[config.mk]
export PLATFORM = sky130hd
export DESIGN_NAME = face_box_stabilizer_mouth_region_flat
export DESIGN_NICKNAME = d
export VERILOG_FILES = /design/src/rtl/core/fbs_pkg.sv /design/src/rtl/core/fbs_in_if.sv /design/src/rtl/core/fbs_out_if.sv /design/src/rtl/core/face_box_stabilizer_mouth_region.sv /design/src/rtl/core/fbs_mul.sv /design/src/flat_wrapper.sv
export SDC_FILE = /design/constraint.sdc
export NUM_CORES = 2
export LEC_CHECK = 0
export ABC_AREA = 1
export BUFFER_PORTS_ARGS = -buffer_cell sky130_fd_sc_hd__buf_2
export CAP_MARGIN = 20
export CORE_AREA = 2 2 290 292
export DETAILED_ROUTE_END_ITERATION = 16
export DIE_AREA = 0 0 292 294
export HOLD_SLACK_MARGIN = 0.03
export SYNTH_ARGS = -nofsm -noshare
export SYNTH_HDL_FRONTEND = slang
export SYNTH_SLANG_ARGS = --single-unit
[constraint.sdc]
create_clock -name clk -period 6.8 [get_ports clk]
set_input_delay 0.68 -clock clk [delete_from_list [all_inputs] [get_ports clk]]
set_output_delay 0.68 -clock clk [all_outputs]
set_load 0.02 [all_outputs]
[src/rtl/core/fbs_pkg.sv]
// Shared constants and types for the face box stabilizer.
`default_nettype none

package fbs_pkg;

    // Configuration port geometry.
    localparam int CFG_IDX_W  = 1;
    localparam int CFG_DATA_W = 9;

    // Register indexes on the configuration port.
    localparam logic [CFG_IDX_W-1:0] REG_KEEP_THRESHOLD = 1'd0;
    localparam logic [CFG_IDX_W-1:0] REG_MOUTH_RULE     = 1'd1;

    // Register widths and reset values.
    localparam int THR_W = 9;
    localparam int RULE_W = 2;
    localparam logic [THR_W-1:0] THR_RESET = 9'd205;

    // The threshold counts in 1/256 units.
    localparam int THR_FRAC_BITS = 8;

    // Mouth derivation rules; the unused code behaves as the mixed rule.
    typedef enum logic [RULE_W-1:0] {
        RULE_THIRDS   = 2'd0,
        RULE_QUARTERS = 2'd1,
        RULE_MIXED    = 2'd2
    } mouth_rule_t;

    // Constant divisors used by the mouth rules.
    localparam int DIVISOR_W = 4;
    localparam logic [DIVISOR_W-1:0] DIV_THIRD     = 4'd3;
    localparam logic [DIVISOR_W-1:0] DIV_FIFTH     = 4'd5;
    localparam logic [DIVISOR_W-1:0] DIV_FIFTEENTH = 4'd15;

endpackage

`default_nettype wire

[src/rtl/core/fbs_in_if.sv]
// Channel that carries one detected face box per transaction.
`default_nettype none

interface fbs_in_if #(
    parameter int COORD_BITS = 12
);
    logic                  valid;
    logic                  ready;
    logic [COORD_BITS-1:0] face_left;
    logic [COORD_BITS-1:0] face_top;
    logic [COORD_BITS-1:0] face_span_x;
    logic [COORD_BITS-1:0] face_span_y;

    modport source (
        output valid, face_left, face_top, face_span_x, face_span_y,
        input  ready
    );

    modport sink (
        input  valid, face_left, face_top, face_span_x, face_span_y,
        output ready
    );
endinterface

`default_nettype wire

[src/rtl/core/fbs_out_if.sv]
// Channel that carries the stabilized face box and mouth region per transaction.
`default_nettype none

interface fbs_out_if #(
    parameter int COORD_BITS = 12
);
    logic                  valid;
    logic                  ready;
    logic [COORD_BITS-1:0] kept_left;
    logic [COORD_BITS-1:0] kept_top;
    logic [COORD_BITS-1:0] kept_span_x;
    logic [COORD_BITS-1:0] kept_span_y;
    logic [COORD_BITS:0]   mouth_left;
    logic [COORD_BITS:0]   mouth_top;
    logic [COORD_BITS-1:0] mouth_span_x;
    logic [COORD_BITS-1:0] mouth_span_y;

    modport source (
        output valid, kept_left, kept_top, kept_span_x, kept_span_y,
               mouth_left, mouth_top, mouth_span_x, mouth_span_y,
        input  ready
    );

    modport sink (
        input  valid, kept_left, kept_top, kept_span_x, kept_span_y,
               mouth_left, mouth_top, mouth_span_x, mouth_span_y,
        output ready
    );
endinterface

`default_nettype wire

[src/rtl/core/face_box_stabilizer_mouth_region.sv]
// Face box stabilizer: overlap test against the held box, keep decision, mouth region.
// The steps run in order: the overlap test when a box is held, then, when the boxes overlap,
// overlap area, box area and threshold product one after another through the single shared
// multiplier, then the decision and the two constant divisions on the same multiplier.
// A new box is taken once the last result is in the output register; the next box is taken while a result waits.
// Reset clears the held box (nothing held), the registers to threshold 205 and rule 0.
`default_nettype none

module face_box_stabilizer_mouth_region #(
    parameter int COORD_BITS = 12
) (
    input  logic                            clk,
    input  logic                            rst_n,
    fbs_in_if.sink                          face,
    fbs_out_if.source                       result,
    input  logic                            cfg_we,
    input  logic [fbs_pkg::CFG_IDX_W-1:0]   cfg_index,
    input  logic [fbs_pkg::CFG_DATA_W-1:0]  cfg_data
);
    import fbs_pkg::*;

    localparam int C    = COORD_BITS;
    localparam int A_W  = 2 * C;
    localparam int B_W  = C + 1;
    localparam int P_W  = A_W + B_W;
    localparam int K    = C + 1;
    localparam int R_W  = C + DIVISOR_W;

    // Reciprocals scaled by 2^K; one correction step makes the quotient exact.
    localparam logic [B_W-1:0] RECIP3  = B_W'((2 ** K) / 3);
    localparam logic [B_W-1:0] RECIP5  = B_W'((2 ** K) / 5);
    localparam logic [B_W-1:0] RECIP15 = B_W'((2 ** K) / 15);

    typedef enum logic [3:0] {
        S_IDLE,
        S_OVL,
        S_MUL_I,
        S_MUL_A,
        S_MUL_T,
        S_DEC,
        S_DIV1,
        S_DIV2,
        S_FIX2,
        S_DONE
    } state_t;

    state_t           state_reg;

    // Configuration registers.
    logic [THR_W-1:0]  thr_reg;
    logic [RULE_W-1:0] rule_reg;

    // Held box.
    logic [C-1:0] held_left_reg, held_top_reg, held_span_x_reg, held_span_y_reg;

    // Working box: the accepted box, replaced by the held box when it is kept.
    logic [C-1:0] box_left_reg, box_top_reg, box_span_x_reg, box_span_y_reg;

    logic         hit_reg;
    logic [C-1:0] ovx_reg, ovy_reg;
    logic [A_W-1:0] inter_reg;
    logic [C-1:0] q1_reg, q2_reg;

    // Output register.
    logic         out_valid_reg;
    logic [C-1:0] kept_left_reg, kept_top_reg, kept_span_x_reg, kept_span_y_reg;
    logic [C:0]   mouth_left_reg, mouth_top_reg;
    logic [C-1:0] mouth_span_x_reg, mouth_span_y_reg;

    // Shared multiplier.
    logic [A_W-1:0] mul_a;
    logic [B_W-1:0] mul_b;
    logic [P_W-1:0] prod;

    fbs_mul #(
        .A_W (A_W),
        .B_W (B_W)
    ) u_mul (
        .clk (clk),
        .a   (mul_a),
        .b   (mul_b),
        .p   (prod)
    );

    // Handshake signals.
    logic in_fire, out_load;
    assign face.ready = (state_reg == S_IDLE);
    assign in_fire    = face.valid && face.ready;
    assign out_load   = (state_reg == S_DONE) && (!out_valid_reg || result.ready);

    // Overlap of the working box with the held box.
    logic [C:0]   new_x1, new_y1, held_x1, held_y1, x1, y1;
    logic [C-1:0] x0, y0;
    logic         hit;
    always_comb
    begin
        new_x1  = {1'b0, box_left_reg} + {1'b0, box_span_x_reg};
        new_y1  = {1'b0, box_top_reg} + {1'b0, box_span_y_reg};
        held_x1 = {1'b0, held_left_reg} + {1'b0, held_span_x_reg};
        held_y1 = {1'b0, held_top_reg} + {1'b0, held_span_y_reg};
        x0 = (box_left_reg > held_left_reg) ? box_left_reg : held_left_reg;
        y0 = (box_top_reg > held_top_reg) ? box_top_reg : held_top_reg;
        x1 = (new_x1 < held_x1) ? new_x1 : held_x1;
        y1 = (new_y1 < held_y1) ? new_y1 : held_y1;
        hit = ({1'b0, x0} < x1) && ({1'b0, y0} < y1);
    end

    // Keep decision: overlap * 256 against threshold * area.
    logic [P_W+THR_FRAC_BITS-1:0] keep_lhs, keep_rhs;
    logic held_busy, keep;
    always_comb
    begin
        keep_lhs  = {{B_W{1'b0}}, inter_reg, {THR_FRAC_BITS{1'b0}}};
        keep_rhs  = {{THR_FRAC_BITS{1'b0}}, prod};
        held_busy = (held_span_y_reg != '0);
        keep      = held_busy && hit_reg && (keep_lhs > keep_rhs);
    end

    // Dividends and divisors of the two constant divisions.
    logic         rule_quarters;
    logic [C:0]   num1, num2, fix_num;
    logic [DIVISOR_W-1:0] div2, fix_div;
    always_comb
    begin
        rule_quarters = (rule_reg == RULE_QUARTERS);
        num1 = rule_quarters ? {box_span_y_reg, 1'b0} : {1'b0, box_span_y_reg};
        num2 = rule_quarters ? {1'b0, box_span_y_reg} : {1'b0, box_span_x_reg};
        div2 = rule_quarters ? DIV_FIFTEENTH : DIV_FIFTH;
        fix_num = (state_reg == S_FIX2) ? num2 : num1;
        fix_div = (state_reg == S_FIX2) ? div2 : DIV_THIRD;
    end

    // Multiplier operand selection by sequencer step.
    always_comb
    begin
        case (state_reg)
            S_MUL_I:
            begin
                mul_a = A_W'(ovx_reg);
                mul_b = B_W'(ovy_reg);
            end
            S_MUL_A:
            begin
                mul_a = A_W'(box_span_x_reg);
                mul_b = B_W'(box_span_y_reg);
            end
            S_MUL_T:
            begin
                mul_a = prod[A_W-1:0];
                mul_b = B_W'(thr_reg);
            end
            S_DIV1:
            begin
                mul_a = A_W'(num1);
                mul_b = RECIP3;
            end
            S_DIV2:
            begin
                mul_a = A_W'(num2);
                mul_b = rule_quarters ? RECIP15 : RECIP5;
            end
            default:
            begin
                mul_a = '0;
                mul_b = '0;
            end
        endcase
    end

    // Quotient estimate and its one-step correction.
    logic [C-1:0] q_est, q_fix;
    logic [R_W-1:0] q_mul, q_rem;
    always_comb
    begin
        q_est = prod[K +: C];
        q_mul = R_W'(q_est) * R_W'(fix_div);
        q_rem = R_W'(fix_num) - q_mul;
        q_fix = (q_rem >= R_W'(fix_div)) ? (q_est + 1'b1) : q_est;
    end

    // Mouth region from the given box.
    logic [C-1:0] qtr;
    logic [C:0]   mouth_left, mouth_top;
    logic [C-1:0] mouth_span_x, mouth_span_y;
    always_comb
    begin
        qtr = box_span_x_reg >> 2;
        case (rule_reg)
            RULE_THIRDS:
            begin
                mouth_left   = {1'b0, box_left_reg} + {1'b0, q2_reg};
                mouth_top    = {1'b0, box_top_reg} + {q1_reg, 1'b0};
                mouth_span_x = q2_reg + {q2_reg[C-2:0], 1'b0};
                mouth_span_y = q1_reg;
            end
            RULE_QUARTERS:
            begin
                mouth_left   = {1'b0, box_left_reg} + {1'b0, qtr};
                mouth_top    = {1'b0, box_top_reg} + {1'b0, q1_reg};
                mouth_span_x = box_span_x_reg - {qtr[C-2:0], 1'b0};
                mouth_span_y = box_span_y_reg - q2_reg - q1_reg;
            end
            default:
            begin
                mouth_left   = {1'b0, box_left_reg} + {1'b0, qtr};
                mouth_top    = {1'b0, box_top_reg} + {q1_reg, 1'b0};
                mouth_span_x = box_span_x_reg - {qtr[C-2:0], 1'b0};
                mouth_span_y = q1_reg;
            end
        endcase
    end

    // Configuration writes.
    always_ff @(posedge clk or negedge rst_n)
    begin
        if (!rst_n)
        begin
            thr_reg  <= THR_RESET;
            rule_reg <= RULE_THIRDS;
        end
        else if (cfg_we)
        begin
            if (cfg_index == REG_KEEP_THRESHOLD)
            begin
                thr_reg <= cfg_data[THR_W-1:0];
            end
            if (cfg_index == REG_MOUTH_RULE)
            begin
                rule_reg <= cfg_data[RULE_W-1:0];
            end
        end
    end

    // Control state and held box.
    always_ff @(posedge clk or negedge rst_n)
    begin
        if (!rst_n)
        begin
            state_reg       <= S_IDLE;
            out_valid_reg   <= 1'b0;
            held_left_reg   <= '0;
            held_top_reg    <= '0;
            held_span_x_reg <= '0;
            held_span_y_reg <= '0;
        end
        else
        begin
            if (result.ready && !out_load)
            begin
                out_valid_reg <= 1'b0;
            end
            case (state_reg)
                S_IDLE:
                begin
                    if (in_fire)
                    begin
                        state_reg <= held_busy ? S_OVL : S_DEC;
                    end
                end
                S_OVL:
                begin
                    state_reg <= hit ? S_MUL_I : S_DEC;
                end
                S_MUL_I:
                begin
                    state_reg <= S_MUL_A;
                end
                S_MUL_A:
                begin
                    state_reg <= S_MUL_T;
                end
                S_MUL_T:
                begin
                    state_reg <= S_DEC;
                end
                S_DEC:
                begin
                    if (!keep && (!held_busy || hit_reg))
                    begin
                        held_left_reg   <= box_left_reg;
                        held_top_reg    <= box_top_reg;
                        held_span_x_reg <= box_span_x_reg;
                        held_span_y_reg <= box_span_y_reg;
                    end
                    state_reg <= S_DIV1;
                end
                S_DIV1:
                begin
                    state_reg <= S_DIV2;
                end
                S_DIV2:
                begin
                    state_reg <= S_FIX2;
                end
                S_FIX2:
                begin
                    state_reg <= S_DONE;
                end
                S_DONE:
                begin
                    if (out_load)
                    begin
                        out_valid_reg <= 1'b1;
                        state_reg     <= S_IDLE;
                    end
                end
                default:
                begin
                    state_reg <= S_IDLE;
                end
            endcase
        end
    end

    // Datapath registers.
    always_ff @(posedge clk)
    begin
        if (in_fire)
        begin
            box_left_reg   <= face.face_left;
            box_top_reg    <= face.face_top;
            box_span_x_reg <= face.face_span_x;
            box_span_y_reg <= face.face_span_y;
            hit_reg        <= 1'b0;
        end
        if (state_reg == S_OVL)
        begin
            hit_reg <= hit;
            ovx_reg <= C'(x1 - {1'b0, x0});
            ovy_reg <= C'(y1 - {1'b0, y0});
        end
        if (state_reg == S_MUL_A)
        begin
            inter_reg <= prod[A_W-1:0];
        end
        if ((state_reg == S_DEC) && keep)
        begin
            box_left_reg   <= held_left_reg;
            box_top_reg    <= held_top_reg;
            box_span_x_reg <= held_span_x_reg;
            box_span_y_reg <= held_span_y_reg;
        end
        if (state_reg == S_DIV2)
        begin
            q1_reg <= q_fix;
        end
        if (state_reg == S_FIX2)
        begin
            q2_reg <= q_fix;
        end
        if (out_load)
        begin
            kept_left_reg    <= box_left_reg;
            kept_top_reg     <= box_top_reg;
            kept_span_x_reg  <= box_span_x_reg;
            kept_span_y_reg  <= box_span_y_reg;
            mouth_left_reg   <= mouth_left;
            mouth_top_reg    <= mouth_top;
            mouth_span_x_reg <= mouth_span_x;
            mouth_span_y_reg <= mouth_span_y;
        end
    end

    // Result channel.
    assign result.valid        = out_valid_reg;
    assign result.kept_left    = kept_left_reg;
    assign result.kept_top     = kept_top_reg;
    assign result.kept_span_x  = kept_span_x_reg;
    assign result.kept_span_y  = kept_span_y_reg;
    assign result.mouth_left   = mouth_left_reg;
    assign result.mouth_top    = mouth_top_reg;
    assign result.mouth_span_x = mouth_span_x_reg;
    assign result.mouth_span_y = mouth_span_y_reg;

    // An accepted transaction keeps the block busy on the following cycle.
    assert property (@(posedge clk) disable iff (!rst_n)
        in_fire |=> !face.ready)
        else $error("face channel ready right after a transaction was accepted");

    // The held box only changes in the decision step.
    assert property (@(posedge clk) disable iff (!rst_n)
        (state_reg != S_DEC) |=>
            $stable({held_left_reg, held_top_reg, held_span_x_reg, held_span_y_reg}))
        else $error("held box changed outside the decision step");

    // A finished result reaches the output register and frees the sequencer.
    assert property (@(posedge clk) disable iff (!rst_n)
        out_load |=> (result.valid && (state_reg == S_IDLE)))
        else $error("finished result was not presented on the result channel");

    // A kept box is always a box that was held.
    assert property (@(posedge clk) disable iff (!rst_n)
        ((state_reg == S_DEC) && keep) |-> held_busy)
        else $error("kept a box while nothing was held");

endmodule

`default_nettype wire

[src/rtl/core/fbs_mul.sv]
// Shared multiplier with a registered product.
`default_nettype none

module fbs_mul #(
    parameter int A_W = 24,
    parameter int B_W = 13
) (
    input  logic               clk,
    input  logic [A_W-1:0]     a,
    input  logic [B_W-1:0]     b,
    output logic [A_W+B_W-1:0] p
);
    // One product per cycle, always registered before use.
    always_ff @(posedge clk)
    begin
        p <= a * b;
    end
endmodule

`default_nettype wire

[src/flat_wrapper.sv]
// flat-port wrapper written by rule: the top's interface ports become plain ports
module face_box_stabilizer_mouth_region_flat import fbs_pkg::*;
#(
    parameter int COORD_BITS = 12
)
  (clk, rst_n, cfg_we, cfg_index, cfg_data, face_valid, face_face_left, face_face_top, face_face_span_x, face_face_span_y, face_ready, result_valid, result_kept_left, result_kept_top, result_kept_span_x, result_kept_span_y, result_mouth_left, result_mouth_top, result_mouth_span_x, result_mouth_span_y, result_ready);
  fbs_in_if #(.COORD_BITS(COORD_BITS)) face_i ();
  fbs_out_if #(.COORD_BITS(COORD_BITS)) result_i ();
  input  logic clk;
  input  logic rst_n;
  input  logic cfg_we;
  input  logic [fbs_pkg::CFG_IDX_W-1:0] cfg_index;
  input  logic [fbs_pkg::CFG_DATA_W-1:0] cfg_data;
  input wire logic [$bits(face_i.valid)-1:0] face_valid;
  input wire logic [$bits(face_i.face_left)-1:0] face_face_left;
  input wire logic [$bits(face_i.face_top)-1:0] face_face_top;
  input wire logic [$bits(face_i.face_span_x)-1:0] face_face_span_x;
  input wire logic [$bits(face_i.face_span_y)-1:0] face_face_span_y;
  output wire logic [$bits(face_i.ready)-1:0] face_ready;
  output wire logic [$bits(result_i.valid)-1:0] result_valid;
  output wire logic [$bits(result_i.kept_left)-1:0] result_kept_left;
  output wire logic [$bits(result_i.kept_top)-1:0] result_kept_top;
  output wire logic [$bits(result_i.kept_span_x)-1:0] result_kept_span_x;
  output wire logic [$bits(result_i.kept_span_y)-1:0] result_kept_span_y;
  output wire logic [$bits(result_i.mouth_left)-1:0] result_mouth_left;
  output wire logic [$bits(result_i.mouth_top)-1:0] result_mouth_top;
  output wire logic [$bits(result_i.mouth_span_x)-1:0] result_mouth_span_x;
  output wire logic [$bits(result_i.mouth_span_y)-1:0] result_mouth_span_y;
  input wire logic [$bits(result_i.ready)-1:0] result_ready;
  assign face_i.valid = face_valid;
  assign face_i.face_left = face_face_left;
  assign face_i.face_top = face_face_top;
  assign face_i.face_span_x = face_face_span_x;
  assign face_i.face_span_y = face_face_span_y;
  assign face_ready = face_i.ready;
  assign result_valid = result_i.valid;
  assign result_kept_left = result_i.kept_left;
  assign result_kept_top = result_i.kept_top;
  assign result_kept_span_x = result_i.kept_span_x;
  assign result_kept_span_y = result_i.kept_span_y;
  assign result_mouth_left = result_i.mouth_left;
  assign result_mouth_top = result_i.mouth_top;
  assign result_mouth_span_x = result_i.mouth_span_x;
  assign result_mouth_span_y = result_i.mouth_span_y;
  assign result_i.ready = result_ready;
  face_box_stabilizer_mouth_region #(.COORD_BITS(COORD_BITS)) u_core (.clk(clk), .rst_n(rst_n), .face(face_i), .result(result_i), .cfg_we(cfg_we), .cfg_index(cfg_index), .cfg_data(cfg_data));
endmodule
==> results_dict.tcl <==
set metrics [dict create \
    drv_slew 0 \
    dp_hpwl_mm 82.5 \
    coreArea_um2 82900 \
    setup_violations 0 \
    die_w_um 292 \
    power_mw 20.4 \
    hp-class "input port to flip-flop" \
    seqCellArea_um2 8920 \
    worst_clock_skew_ps 23.2 \
    max_slew_margin_pct 34.5 \
    synthSimpleGateAreaFrac_pct 17.8 \
    tightest_slew_ps 981 \
    power_frac_comb_pct 72.3 \
    grt_max_degree 71 \
    gr-usage-all-layers_pct 23.4 \
    drtPass1Iterations 5 \
    final_nets 4960 \
    sw_frac_of_total_pct 53.1 \
    final.fill_count 8303 \
    syn2layout_area_growth_pct 12.3 \
    fin_crit_sh_pct 95.3 \
    status "finished clean" \
    wire_per_inst_um 18.6 \
    max_cap_violations 0 \
    ys.flop_type "edfxtp_1" \
    clk_pin_slew_ps 60 \
    pin_count 163 \
    cts_tree "yes" \
    placed_area_um2 35400 \
    multi_input_area_um2 20700 \
    drive_gt1_share_pct 9.49 \
    dieArea_um2 85800 \
    die_h_um 294 \
    finalCriticalPeriod_ps 6480 \
    via_per_inst 5.10 \
    synthMuxAreaShare_pct 0.321 \
    yosys-top-cells-area "edfxtp_1 20%, fa_1 17%, ha_1 14%, nand2_1 9.8%, inv_1 8.8%" \
    cp.required_ps 7280 \
    grt_setup_unrepaired "yes" \
    ir_worst_vdd_mv 0.305 \
    whs_ps 363 \
    synth_xor_area_share_pct 3.21 \
    drc 0 \
    start_util_pct 39.6 \
    p_sw_mw 10.8 \
    gp_congestion 0.977 \
    pwr_density_cell_nw_per_um2 554 \
    io_buffers 162 \
    post-synth-top-area-cell "edfxtp_1" \
    p_leak_nw 18.3 \
    row_count 106 \
    gr-total-overflow 0 \
    critical_path_arrival_ps 6960 \
    syn_area_um2 32800 \
    power_frac_clock_pct 10.3 \
    synth_top_family_by_area "adder cells" \
    p_int_mw 9.57 \
    ys.warnings.count 0 \
    critPathKind "flip-flop to flip-flop" \
    syn_area_per_cell_um2 8.17 \
    max_freq_ghz 0.154 \
    synth_compound_area_share_pct 10.6 \
    vias 27400 \
    grt_pass1_wl_mm 155 \
    grt_pass1_vias 27100 \
    cts_buffer_depth 3 \
    start_kind "flip-flop" \
    mostFrequentLayoutCells "856 x nand2_1, 768 x inv_1, 363 x ha_1" \
    synth.top_cell.area_share_pct 20.1 \
    crit_fanout 13 \
    synth-seq-area-share_pct 27.2 \
    root_buffer "clkbuf_16" \
    seqPwrFrac_pct 17.3 \
    crit_path_end_kind "flip-flop" \
    drt-initial-drc-count 1895 \
    routed_wl_mm 100 \
    insertion_delay_ps 570 \
    ant_nets 0 \
    syn_inst 4013 \
    synth-edff-count 219 \
    synthArstFlopShare_pct 20.0 \
    hold_violations 0 \
    antenna_found_initial 1 \
    synth_cell_type_count 60 \
    cts_buffers 36 \
    mostFrequentLayoutCell "nand2_1" \
    clkSinkCount 320 \
    h-tree-depth 2 \
    ys_ff_latch 320 \
    finish.instance_area_um2 36800 \
    synth_fa_ha_area_share_pct 30.6 \
    largest_reg_flops 37 \
]
==> worst paths after layout <==
kind,from,end,depth (start not counted),slack (ps)
max,u_core.state_reg[3]$_DFFE_PN0P_,u_core.u_mul.p[29]$_DFF_P_,27,320
min,cfg_data[8],u_core.thr_reg[8]$_DFFE_PN0P_,2,360
max reg2reg,u_core.state_reg[3]$_DFFE_PN0P_,u_core.u_mul.p[29]$_DFF_P_,27,320
min reg2reg,u_core.u_mul.p[8]$_DFF_P_,u_core.inter_reg[8]$_DFFE_PN_,0,430
max in group asynchronous,rst_n,u_core.thr_reg[4]$_DFFE_PN0P_,3,5180
min in group asynchronous,rst_n,u_core.held_span_x_reg[8]$_DFFE_PN0P_,2,480
==> Yosys cell counts, types with 9 or more instances <==
master and number:
ha_1 363, nand3_1 112, inv_1 770, clkbuf_1 33, edfxtp_1 219, nor3_1 36, a21oi_1 256, xnor2_1 35
o21ai_1 36, inv_2 20, a31oi_1 17, or2_2 15, nand3b_1 9, xor2_1 85, nand4_1 36, fa_1 274
dfrtp_1 59, o221ai_1 11, a221oi_1 12, nor4_1 14, o22ai_1 15, dfxtp_1 37, buf_2 40, nand2_1 857
nor2_1 299, o21ai_0 242
==> critical path: stages, from the launching register on <==
cell,delay [ps]
dfrtp_1,420
nor2_1,140
inv_2,80
nor2_2,170
inv_2,90
nor2_4,180
inv_2,170
o221ai_1,390
nor3_4,90
buf_12,150
buf_4,140
inv_2,100
nand2_1,90
fa_1,470
fa_1,530
fa_1,560
inv_1,50
fa_1,460
fa_1,410
ha_1,390
a21oi_2,210
o21ai_0,130
a21oi_1,190
o21ai_0,180
nand2_1,90
nand2_1,80
a21oi_1,220
xnor2_1,170
==> metal layers <==
layer / part of all wire [%] / GRT usage (%) / vias to the layer above
li1: - / - / 13400
met1: 44 / 31.2 / 13100
met2: 47 / 39.7 / 767
met3: 5.6 / 2.56 / 149
met4: 3.3 / 7.41 / 0
met5: 0 / 0 / -
==> logic make-up (layout without fill, tap and decap cells) <==
logic type,after synthesis,in the layout
buffers and inverters,875,1116
other,2,36
adders and majority gates,637,637
and+or+nand+nor,1412,1412
muxes,10,10
xor gates and xnor gates,120,120
DFF,320,320
AOI/OAI and AO/OA,637,637
==> power groups by stage <==
| stage | sequential [mW] | clock [mW] | combinational (mW) |
|---|---|---|---|
| after CTS | 3.52 | 2.15 | 14.7 |
| after floorplan | 3.38 | 0 | 10.7 |
| after global placement | 3.56 | 0 | 14.5 |
| final | 3.53 | 2.11 | 14.8 |
| after detailed placement | 3.56 | 0 | 14.6 |
| after global routing | 3.57 | 2.22 | 16.8 |
==> final cells by class <==
cell class / instances / area share, %
repair buffers: 260 / 4.32
clock buffers: 40 / 2.63
flip-flops and latches: 320 / 24.2
well taps: 1080 / 3.67
clock inverters: 25 / 0.789
multi-input cells: 2851 / 56.3
inverters: 791 / 8.08
diodes: 1 / 0.00680
==> stage by stage <==
stage	setup TNS [ps]	util, %	setup slack, ps	cells
2_1_floorplan	0	-	715	4046
3_3_place_gp	-673	42.7	-138	5296
3_5_place_dp	-408	42.7	-107	5296
4_1_cts	0	44.3	11.4	5362
5_1_grt	0	44.4	0.0484	5367
6_report	0	44.4	318	5368
==> timing repair <==
action                                  4_1_cts  5_1_grt
endpoints found under the setup margin        9       19
hold buffers                                  1        0
buffers inserted                              0        5
pin swaps                                     0        3
hold endpoints to repair                      7        0
gates resized for setup                       2       22
Power figures use the tool's default switching activity.
